$ cat src/sv/hks_pkg.sv
`timescale 1ns / 1ps
// ----------------------------------------------------------------------------
// hks_pkg: shared constants and types of the homing and keyframe sequencer
// Table geometry, the elapsed-seconds divider constants and the table port
// request bundle.
// ----------------------------------------------------------------------------
package hks_pkg;

  // keyframe table geometry
  localparam int TABLE_ROWS   = 256;
  localparam int TABLE_COLS   = 11;
  localparam int VOTE_SAMPLES = 10;
  localparam int ROW_W        = $clog2(TABLE_ROWS);
  localparam int COL_W        = $clog2(TABLE_COLS);
  localparam int WORD_W       = 32;

  // seconds of a wrapping 32-bit millisecond count, plus one, fit in 23 bits
  localparam int SEC_W = 23;

  // divide by 1000 as a shift by 3 and a reciprocal multiply by 1/125
  localparam int MS_PER_SECOND = 1000;
  localparam int DIV_PRE       = 3;
  localparam int DIV_ODD       = MS_PER_SECOND >> DIV_PRE;
  localparam int DIV_X_W       = WORD_W - DIV_PRE;
  localparam int DIV_SHIFT     = DIV_X_W + 7;
  localparam int DIV_M_W       = 30;
  localparam longint unsigned DIV_MAGIC = (64'd1 << DIV_SHIFT) / DIV_ODD;

  typedef logic [WORD_W-1:0] word_t;

  // one full table row, column 0 in the low word
  typedef logic [TABLE_COLS-1:0][WORD_W-1:0] kf_row_t;

  // table port request
  typedef struct packed {
    logic             wr_en;
    logic             rd_en;
    logic [ROW_W-1:0] row;
    logic [COL_W-1:0] col;
    word_t            data;
  } tbl_req_t;

endpackage

$ cat src/sv/hks_sec_div.sv
`timescale 1ns / 1ps
// ----------------------------------------------------------------------------
// hks_sec_div: elapsed milliseconds to whole seconds
// Two-stage quotient by 1000: a registered reciprocal product, then a
// one-step remainder correction.
// ----------------------------------------------------------------------------
module hks_sec_div import hks_pkg::*; (
  input  logic             clk,
  input  logic             en,
  input  word_t            delta_ms,
  output logic [SEC_W-1:0] seconds
);

  localparam int PROD_W = DIV_X_W + DIV_M_W;
  localparam logic [DIV_M_W-1:0] MAGIC = DIV_M_W'(DIV_MAGIC);

  logic [DIV_X_W-1:0] x_r;
  logic [SEC_W-1:0]   q0_r;
  logic [PROD_W-1:0]  prod;
  logic [DIV_X_W-1:0] rem;

  // floor reciprocal: estimate is the quotient or one below it
  assign prod = PROD_W'(delta_ms[WORD_W-1:DIV_PRE]) * PROD_W'(MAGIC);

  always_ff @(posedge clk) begin
    if (en) begin
      x_r  <= delta_ms[WORD_W-1:DIV_PRE];
      q0_r <= prod[DIV_SHIFT +: SEC_W];
    end
  end

  // correct the estimate by one when the remainder reaches the divisor
  assign rem     = x_r - DIV_X_W'(q0_r * DIV_ODD);
  assign seconds = (rem >= DIV_X_W'(DIV_ODD)) ? q0_r + 1'b1 : q0_r;

endmodule

$ cat config.mk
export PLATFORM = sky130hd
export DESIGN_NAME = hks_sec_div
export DESIGN_NICKNAME = d
export VERILOG_FILES = /design/src/sv/hks_pkg.sv /design/src/sv/hks_sec_div.sv
export SDC_FILE = /design/constraint.sdc
export NUM_CORES = 1
export LEC_CHECK = 0
export BUFFER_PORTS_ARGS = -buffer_cell sky130_fd_sc_hd__buf_2
export CORE_MARGIN = 2
export CORE_UTILIZATION = 50
export CTS_CLUSTER_DIAMETER = 120
export DETAILED_ROUTE_END_ITERATION = 8
export PLACE_DENSITY = 0.66
export RECOVER_POWER = 100
export SLEW_MARGIN = 20
export SYNTH_ARGS = -nofsm -noshare
export SYNTH_HDL_FRONTEND = slang
export SYNTH_SLANG_ARGS = --single-unit
$ cat constraint.sdc
create_clock -name clk -period 19.8 [get_ports clk]
set_clock_uncertainty 0.2 [all_clocks]
set_input_delay 3.96 -clock clk [delete_from_list [all_inputs] [get_ports clk]]
set_output_delay 3.96 -clock clk [all_outputs]
set_load 0.02 [all_outputs]
-- After elaboration in Yosys (flattened, before gate mapping)
Cells that the tools add are included.
- register bits: 52
- logic and storage cells: 8
- add/subtract/negate cells: 2
- multiply operators: 2
- $lt $le $gt $ge: 1
- muxes and demuxes: 1
- operator list (operator ; count):
    $mul 29x30->59 const B ; 1
    $ge 29x7->1 const B ; 1
    $mul 23x7->29 const B ; 1
    $sub 29x29->29 ; 1
    $add 23x1->23 const B ; 1
    $mux 23 ; 1

-- Depth between registers and ports, before layout
Gate-level depths: netlist of run 1.
- word-level depth: 4
- depth in mapped cells: 25

-- Least setup slack after synthesis of run 1
No wires, ideal clock.
- kind: input to register
- start point: in delta_ms[12]
- end point: reg q0_r[20], data pin
- setup time: 0.271 ns
- data arrival time: 10.046 ns
- required time: 19.329 ns
- path slack: 9.284 ns
- stages: 21
- path through: inv_1 ha_1 fa_1 fa_1 fa_1 inv_1 fa_1 fa_1 fa_1 fa_1 ha_1 a21oi_1 o21ai_0 a211oi_1 o221ai_1 a21oi_1 o21ai_0 a221oi_1 o21ai_0 a21oi_1 a311oi_1
- cells in the longest elaborated chain, start to end: 1
- RTL lines (item ; RTL line ; text):
    start, declared ; hks_sec_div.sv:10 ; input word_t delta_ms,
    $mul 29x30->59 ; hks_sec_div.sv:23 ; assign prod = PROD_W'(delta_ms[WORD_W-1:DIV_PRE]) * PROD_W'(MAGIC);
    via prod[56] ; hks_sec_div.sv:19 ; logic [PROD_W-1:0] prod;
    end signal, assigned ; hks_sec_div.sv:28 ; q0_r <= prod[DIV_SHIFT +: SEC_W];
    end, declared ; hks_sec_div.sv:18 ; logic [SEC_W-1:0] q0_r;
The timed path passes the listed nets, and every way through them passes these cells.
A chain may end at the register's enable or synchronous reset.

-- Worst setup path after layout of run 1
- start point: reg q0_r[4]
- end point: out seconds[5]
- cells in the longest elaborated chain, start to end: 4
- elaborated cells on any way between the ends: 5
- those cells by class: 2 x add/sub; 1 x mul; 1 x order compare; 1 x mux
- RTL lines (item ; RTL line ; text):
    $mul 23x7->29 ; hks_sec_div.sv:33 ; assign rem = x_r - DIV_X_W'(q0_r * DIV_ODD);
    $sub 29x29->29 ; hks_sec_div.sv:33 ;
    $ge 29x7->1 ; hks_sec_div.sv:34 ; assign seconds = (rem >= DIV_X_W'(DIV_ODD)) ? q0_r + 1'b1 : q0_r;
    $mux 23 * ; hks_sec_div.sv:34 ;
    end, declared ; hks_sec_div.sv:11 ; output logic [SEC_W-1:0] seconds
Mark *: on every way between the ends. The rest lies on a longest branch, timed or not.

==> out/metrics.yaml, run 1 <==
clock_network:
  cts_root_buffer: "clkbuf_16"
  cts_buffer_depth: 2
  cts_hold_buffers: 0
  clock_sinks: 52
  cts.clk_slew.worst_paths_ns: 0.07
  htreeDepth: 2
  cts_resized: 0
  cts_tree: "built"
  cts_buffers: 5
  cts_setup_buffers: 0
floorplan:
  core_mm2: 0.0408
  die_y_um: 207
  start_util_pct: 50.6
  pin_count: 57
  dieWidth_um: 207
  num_rows: 74
  die-area_mm2: 0.0430
synth:
  postSynth.asyncResetShare_pct: 0
  synth_fp_nets: 2930
  synth_edf_count: 52
  postSynthAreaPerCell_um2: 10.1
  ys_ff_latch: 52
  ys_types: 69
  synth_seq_area_share_pct: 7.55
  syn_area_mm2: 0.0207
  ys.flop_type: "edfxtp_1"
  yosysWarnings: 0
  synth_cells: 2053
drt:
  wire_per_inst_um: 18.6
  vias: 14000
  ant_nets: 0
  drt-pass1-iter-count: 4
  drc: 0
  drtIter0Drc: 713
  routed_wl_mm: 48.8
  viasPerCell: 5.32
placement:
  post_dp_cell_area_mm2: 0.0215
  port_buffers: 53
  place_congestion: 0.928
  place_hpwl_mm: 42.0
  place_ws_ns: 7.77
global_route:
  antenna_found_initial: 0
  overflow: 0
  grt_usage_pct: 23.6
  grt_max_degree: 53
  grt_first_pass_wirelength_mm: 80.1
  grt_pass1_vias: 15000
status:
  status: "finished, violations left"
  violations: "capacitance limit, slew limit"
hold_path:
  hold_depth: 1
  min-delay-start: "delta_ms[28]"
  min_to: "x_r[25]"
  hold_class: "in -> reg"
sta:
  rsz0062_at_grt: "false"
  timing.final.crit_share_pct: 62.1
  setup_tns_ns: 0
  drv_slew: 53
  final.min_clock_period_ns: 12.30
  worst_pin_slew_ns: 2.90
  max_freq_ghz: 0.0813
  setup_viol: 0
  layout_setup_ws_ns: 7.50
  slew_headroom_pct: -93.6
  finalHoldViolCount: 0
  hold_ws_ns: 4.04
worst_setup_path:
  startpoint_type: "flip-flop"
  slowest_delay_ns: 0.92
  worst_ep_required_time_ns: 15.64
  crit_path_cell_trace: "inv_1 > fa_1 > fa_1 > inv_1 > fa_1 > fa_1 > inv_1 > ha_1 > nand3_1 > a311oi_1 > o21ai_0 > and3_1 > a311o_1 > nor4_1 > nand4_1 > nor4_4 > clkbuf_1 > nor3b_1 > xnor2_1 > clkbuf_1"
  worstPathMaxFanout: 23
  crit_buf_inv: 5
  critical_path_class: "reg -> out"
  critPathTopFamily: "adder cells"
  arrival_ns: 8.14
  critPathSlowestCell: "clkbuf_1"
  cp_common_cell: "fa_1"
  cp-end-kind: "output pin"
layout:
  seqCellArea_mm2: 0.00156
  nFillCells: 3706
  drive_gt1_share_pct: 1.10
  area_growth_syn_to_layout_pct: 4.45
  stdcell_area_mm2: 0.0216
  final_cell_mix: "inv_1 (599), ha_1 (468), fa_1 (375), a21oi_1 (70), edfxtp_1 (52)"
  final_common_cell: "inv_1"
  insertedDiodeCount: 0
  multiInputGateArea_mm2: 0.0168
  nets: 2967
flow_run:
  cap_violations: 1
[through the flow]
| stage | utilization, % | std cells |
|---|---|---|
| floorplan | - | 2053 |
| global placement | 52.7 | 2615 |
| detailed placement | 52.7 | 2615 |
| CTS | 53.1 | 2623 |
| global route | 52.9 | 2623 |
| finish | 52.9 | 2623 |
[worst max path at each step]
stage / start / endpoint / cells past startpoint
2_1_floorplan: delta_ms[12] / q0_r[20] / 21
3_3_place_gp: delta_ms[15] / q0_r[20] / 22
3_5_place_dp: delta_ms[15] / q0_r[20] / 22
4_1_cts: delta_ms[15] / q0_r[20] / 22
5_1_grt: q0_r[4] / seconds[5] / 20
6_report: q0_r[4] / seconds[5] / 20
[sequential cells by signal, indices dropped and copies added, names as in the netlist]
| name | cells |
|---|---|
| x_r | 29 |
| q0_r | 23 |
[logic make-up after synthesis]
| group | share of synthesized area [%] |
|---|---|
| XOR/XNOR | 2.29 |
| AND/OR/NAND/NOR | 5.90 |
| multiplexers | 0.399 |
| buffers and inverters | 11.4 |
| AO/OA/AOI/OAI | 7.84 |
| flip-flops | 7.55 |
| adder cells (fa/ha/maj) | 64.6 |
[metal layers]
| metal | vias up | part of all wire [%] | GRT usage [%] |
|---|---|---|---|
| met4 | 0 | 2.2 | 5.15 |
| met5 | - | 0 | 0 |
| met3 | 60 | 4.9 | 2.62 |
| met2 | 319 | 46 | 39.0 |
| met1 | 6989 | 47 | 33.7 |
| li1 | 6590 | - | - |
[layout make-up]
class | instances | area share (%)
Multi-Input combinational cell | 1376 | 77.6
Inverter | 600 | 10.4
Sequential cell | 52 | 7.23
Tap cell | 532 | 3.08
Timing Repair Buffer | 55 | 0.979
Clock buffer | 5 | 0.579
Clock inverter | 3 | 0.133
[cells in the mapped netlist, types with 6 or more instances]
library cell | number | share of area (%)
a211oi_1 | 7 | 0.25
a21o_1 | 45 | 1.6
a21oi_1 | 70 | 1.7
a31oi_1 | 6 | 0.18
and3_1 | 9 | 0.27
and4_1 | 8 | 0.34
clkbuf_1 | 19 | 0.34
edfxtp_1 | 52 | 7.6
fa_1 | 375 | 36
ha_1 | 468 | 28
inv_1 | 599 | 11
mux2i_1 | 6 | 0.29
nand2_1 | 51 | 0.93
nand2b_1 | 11 | 0.33
nand3_1 | 27 | 0.65
nand4_1 | 18 | 0.54
nor2_1 | 40 | 0.73
nor2b_1 | 9 | 0.27
nor3_1 | 18 | 0.44
nor4_1 | 11 | 0.33
o211ai_1 | 10 | 0.36
o21a_1 | 8 | 0.29
o21ai_0 | 35 | 0.85
o21bai_1 | 9 | 0.33
xnor2_1 | 40 | 1.7
xor2_1 | 14 | 0.59
Power of run 1 is left out: the tool's default activity adds up to more than one toggle a clock period on the data nets, which glitch-free logic cannot reach.
==> run 2, diff against run 1 <==
- PLACE_DENSITY: 0.66 -> 0.69
- clock period: 19.8 -> 10.43 ns (I/O delays scaled with it)
==> out/metrics.yaml, run 2 (synthesized netlist as in run 1, its figures left out) <==
clock_network:
  htreeDepth: 2  # unchanged
  clock_sinks: 52  # unchanged
  cts_resized: 0  # unchanged
  cts_hold_buffers: 0  # unchanged
  cts_buffers: 5  # unchanged
  cts.clk_slew.worst_paths_ns: 0.07  # about the same
  cts_setup_buffers: 0  # unchanged
  cts_root_buffer: "clkbuf_16"
  cts_tree: "built"
  cts_buffer_depth: 2  # unchanged
layout:
  drive_gt1_share_pct: 1.39  # +0.29 points
  top_register: "x_r"
  final_common_cell: "inv_1"
  top_regs: "x_r x29, q0_r x23"
  final_cell_mix: "inv_1 (599), ha_1 (468), fa_1 (375), a21oi_1 (70), edfxtp_1 (52)"
  area_growth_syn_to_layout_pct: 4.57
  largest_reg_flops: 29  # unchanged
  nets: 2969  # +0.067%
  insertedDiodeCount: 0  # unchanged
worst_setup_path:
  critPathSlowestCell: "clkbuf_1"
  cp_common_cell: "fa_1"
  worstPathMaxFanout: 11  # -52%
  worst_ep_required_time_ns: 10.28  # -5.36 ns
  crit_path_cell_trace: "clkbuf_1 > inv_1 > ha_1 > fa_1 > fa_1 > inv_1 > fa_1 > fa_1 > fa_1 > fa_1 > ha_1 > ha_1 > a21o_1 > a21oi_1 > a21boi_0 > and3_1 > a21oi_1 > o21ai_0 > a211o_1 > a2111oi_0 > o31ai_1 > xor2_1"
  startpoint_type: "input pin"
  slowest_delay_ns: 0.79  # -0.13 ns
  critical_path_class: "in -> reg"
  arrival_ns: 9.64  # +1.50 ns
  cp-end-kind: "flip-flop"
sta:
  finalHoldViolCount: 0  # unchanged
  setup_viol: 0  # unchanged
  final.min_clock_period_ns: 9.79
  drv_slew: 53  # unchanged
  setup_tns_ns: 0  # unchanged
  slew_headroom_pct: -79.1  # +14 points
  layout_setup_ws_ns: 0.642  # -6.85 ns
  max_freq_ghz: 0.102
  worst_pin_slew_ns: 2.69  # -0.217 ns
  rsz0062_at_grt: "false"
  timing.final.crit_share_pct: 93.8
floorplan:
  core_mm2: 0.0408  # unchanged
  dieWidth_um: 207  # unchanged
  num_rows: 74  # unchanged
  start_util_pct: 50.6  # unchanged
  die_y_um: 207  # unchanged
  pin_count: 57  # unchanged
  die-area_mm2: 0.0430  # unchanged
status:
  status: "finished, violations left"
  violations: "capacitance limit, slew limit"
flow_run:
  cap_violations: 1  # unchanged
global_route:
  overflow: 0  # unchanged
  grt_pass1_vias: 15500  # +2.9%
  antenna_found_initial: 0  # unchanged
  grt_first_pass_wirelength_mm: 81.0  # +1.1%
  grt_usage_pct: 23.9  # +0.28 points
  grt_max_degree: 53  # unchanged
placement:
  place_hpwl_mm: 42.3  # +0.78%
  port_buffers: 53  # unchanged
  place_ws_ns: 0.729  # -7.04 ns
  place_congestion: 0.950  # +2.3%
drt:
  drc: 0  # unchanged
  drtIter0Drc: 621  # -13%
  vias: 14000  # -0.050%
  wire_per_inst_um: 18.7  # +0.32%
  routed_wl_mm: 49.0  # +0.40%
  viasPerCell: 5.31  # -0.13%
  drt-pass1-iter-count: 5  # +1
  ant_nets: 0  # unchanged
hold_path:
  hold_class: "in -> reg"
## run 2: cell count changes in the layout (fill, tap and decap cells not counted)
cell / previous run / this run
a311oi_1: 4 / 3
a311oi_2: 1 / 2
buf_2: 4 / 7
buf_4: 0 / 2
clkbuf_1: 51 / 48
o21ai_0: 36 / 35
o21ai_1: 1 / 2
## run 2: layout make-up
cell class | instances | area [um2]
fill | 3616 | 19200
multi-input combinational | 1376 | 16800
inverter | 600 | 2250
sequential | 52 | 1560
tap | 532 | 666
timing repair buffer | 57 | 230
clock buffer | 5 | 125
clock inverter | 3 | 28.8
## run 2: worst max-delay path: cells and delay by family
family | cells | cell delay, ns
AOI/OAI and AO/OA | 8 | 2.00
xor gates and xnor gates | 1 | 0.16
adders and majority gates | 9 | 4.13
buffers and inverters | 3 | 1.06
and+or+nand+nor | 1 | 0.17
## run 2: stage by stage
stage	cells	instance area, um2	utilization (%)	hold WS (ns)
after floorplan	2053	20700	-	1.98
after global placement	2617	21500	52.7	2.31
after detailed placement	2617	21500	52.7	2.32
after CTS	2625	21700	53.1	1.98
after global routing	2625	21600	53.0	2.04
final	2625	21600	53.0	2.05
## run 2: path summary, 6_finish.rpt
kind,startpoint,cells past startpoint,end
worst max-delay path,delta_ms[21],22,q0_r[13]
worst min-delay path,delta_ms[12],1,x_r[9]
## run 2: layer usage
metal  GRT usage (%)  share of wire [%]  routed length, um
met5               0                  0                  0
met4            7.73                3.1               1510
met3            2.98                5.0               2460
met2            39.2                 46              22700
met1            33.1                 46              22400
Power of run 2 is left out for the same reason.
==> run 3, diff against run 2 <==
==> constraint.sdc (replaced) <==
create_clock -name clk -period 10.43 [get_ports clk]
set_clock_uncertainty 0.2 [all_clocks]
set_input_delay 1.043 -clock clk [delete_from_list [all_inputs] [get_ports clk]]
set_output_delay 1.043 -clock clk [all_outputs]
set_load 0.02 [all_outputs]
==> out/metrics.yaml, run 3 (synthesized netlist as in run 1, its figures left out) <==
status:
  status: "finished, violations left"
  violations: "capacitance limit, slew limit"
placement:
  place_hpwl_mm: 42.8  # +1.1%
  place_congestion: 0.957  # +0.68%
  place_ws_ns: 1.30  # +0.568 ns
  port_buffers: 53  # unchanged
floorplan:
  start_util_pct: 50.6  # unchanged
  core_mm2: 0.0408  # unchanged
  pin_count: 57  # unchanged
  die-area_mm2: 0.0430  # unchanged
  dieWidth_um: 207  # unchanged
  num_rows: 74  # unchanged
  die_y_um: 207  # unchanged
layout:
  top_regs: "x_r x29, q0_r x23"
  top_register: "x_r"
  largest_reg_flops: 29  # unchanged
  final_common_cell: "inv_1"
  drive_gt1_share_pct: 1.20  # -0.19 points
  final_cell_mix: "inv_1 (599), ha_1 (468), fa_1 (375), a21oi_1 (70), edfxtp_1 (52)"
  area_growth_syn_to_layout_pct: 4.46
  nets: 2967  # -0.067%
  insertedDiodeCount: 0  # unchanged
  nFillCells: 3646  # +0.83%
clock_network:
  htreeDepth: 2  # unchanged
  cts_hold_buffers: 0  # unchanged
  clock_sinks: 52  # unchanged
  cts_root_buffer: "clkbuf_16"
  cts_tree: "built"
  cts_buffer_depth: 2  # unchanged
  cts_buffers: 5  # unchanged
  cts.clk_slew.worst_paths_ns: 0.07  # about the same
  cts_resized: 0  # unchanged
  cts_setup_buffers: 0  # unchanged
worst_setup_path:
  crit_start: "delta_ms[16]"
  startpoint_type: "input pin"
  cp-end-kind: "flip-flop"
  worstPathMaxFanout: 11  # unchanged
  crit_buf_inv: 3  # unchanged
  arrival_ns: 9.19  # -0.45 ns
  cp_common_cell: "fa_1"
  worst_ep_required_time_ns: 10.27  # about the same
  slowest_delay_ns: 0.85  # +0.06 ns
  crit_path_cell_trace: "clkbuf_1 > ha_1 > inv_1 > fa_1 > fa_1 > fa_1 > inv_1 > fa_1 > fa_1 > fa_1 > fa_1 > ha_1 > a21oi_1 > o21ai_0 > a211oi_1 > o221ai_1 > a21oi_1 > o21ai_0 > a221oi_1 > o21ai_0 > a21oi_1 > a311oi_1"
  critPathTopFamily: "adder cells"
  critPathSlowestCell: "clkbuf_1"
  critical_path_class: "in -> reg"
drt:
  viasPerCell: 5.32  # about the same
  drtIter0Drc: 687  # +11%
  routed_wl_mm: 49.1  # +0.13%
  drt-pass1-iter-count: 5  # unchanged
  vias: 13900  # -0.050%
  drc: 0  # unchanged
  wire_per_inst_um: 18.7  # +0.21%
  ant_nets: 0  # unchanged
global_route:
  grt_usage_pct: 23.8  # -0.077 points
  grt_first_pass_wirelength_mm: 81.0  # about the same
  grt_pass1_vias: 15400  # -0.28%
  grt_max_degree: 53  # unchanged
  antenna_found_initial: 0  # unchanged
  overflow: 0  # unchanged
sta:
  slew_headroom_pct: -88.7  # -9.6 points
  rsz0062_at_grt: "false"
  setup_tns_ns: 0  # unchanged
  max_freq_ghz: 0.107  # +4.8%
  layout_setup_ws_ns: 1.09  # +0.445 ns
  finalHoldViolCount: 0  # unchanged
  final.min_clock_period_ns: 9.34  # -0.445 ns
  worst_pin_slew_ns: 2.83  # +0.144 ns
  timing.final.crit_share_pct: 89.6  # -4.3 points
  drv_slew: 53  # unchanged
  setup_viol: 0  # unchanged
flow_run:
  cap_violations: 1  # unchanged
hold_path:
  min-delay-start: "delta_ms[25]"
  hold_class: "in -> reg"
run 3: final timing paths:
check | slack (ns) | endpoint | cells after the start
setup / recovery | 1.09 | q0_r[20] | 22
hold / removal | 1.14 | x_r[22] | 1
run 3: final cells by class:
cell class,instances,area [um2],share of cell area [%]
clock buffers,5,125,0.579
clock inverters,3,28.8,0.133
multi-input cells,1376,16800,77.6
flip-flops and latches,52,1560,7.23
repair buffers,55,214,0.991
well taps,532,666,3.08
inverters,600,2250,10.4
run 3: through the flow:
stage / util (%) / cell area (um2) / hold WS (ns) / cells
after global placement: 52.7 / 21500 / 1.27 / 2615
after floorplan: - / 20700 / 0.942 / 2053
final: 52.9 / 21600 / 1.14 / 2623
after global routing: 52.9 / 21600 / 1.14 / 2623
after CTS: 53.1 / 21700 / 0.940 / 2623
after detailed placement: 52.7 / 21500 / 1.27 / 2615
run 3: layer usage:
layer	vias up	track usage, %	share of wire, %
li1	6594	-	-
met2	354	39.0	46
met5	-	0	0
met4	0	7.49	3.3
met3	92	3.57	5.4
met1	6904	32.7	45
Power of run 3 is left out for the same reason.
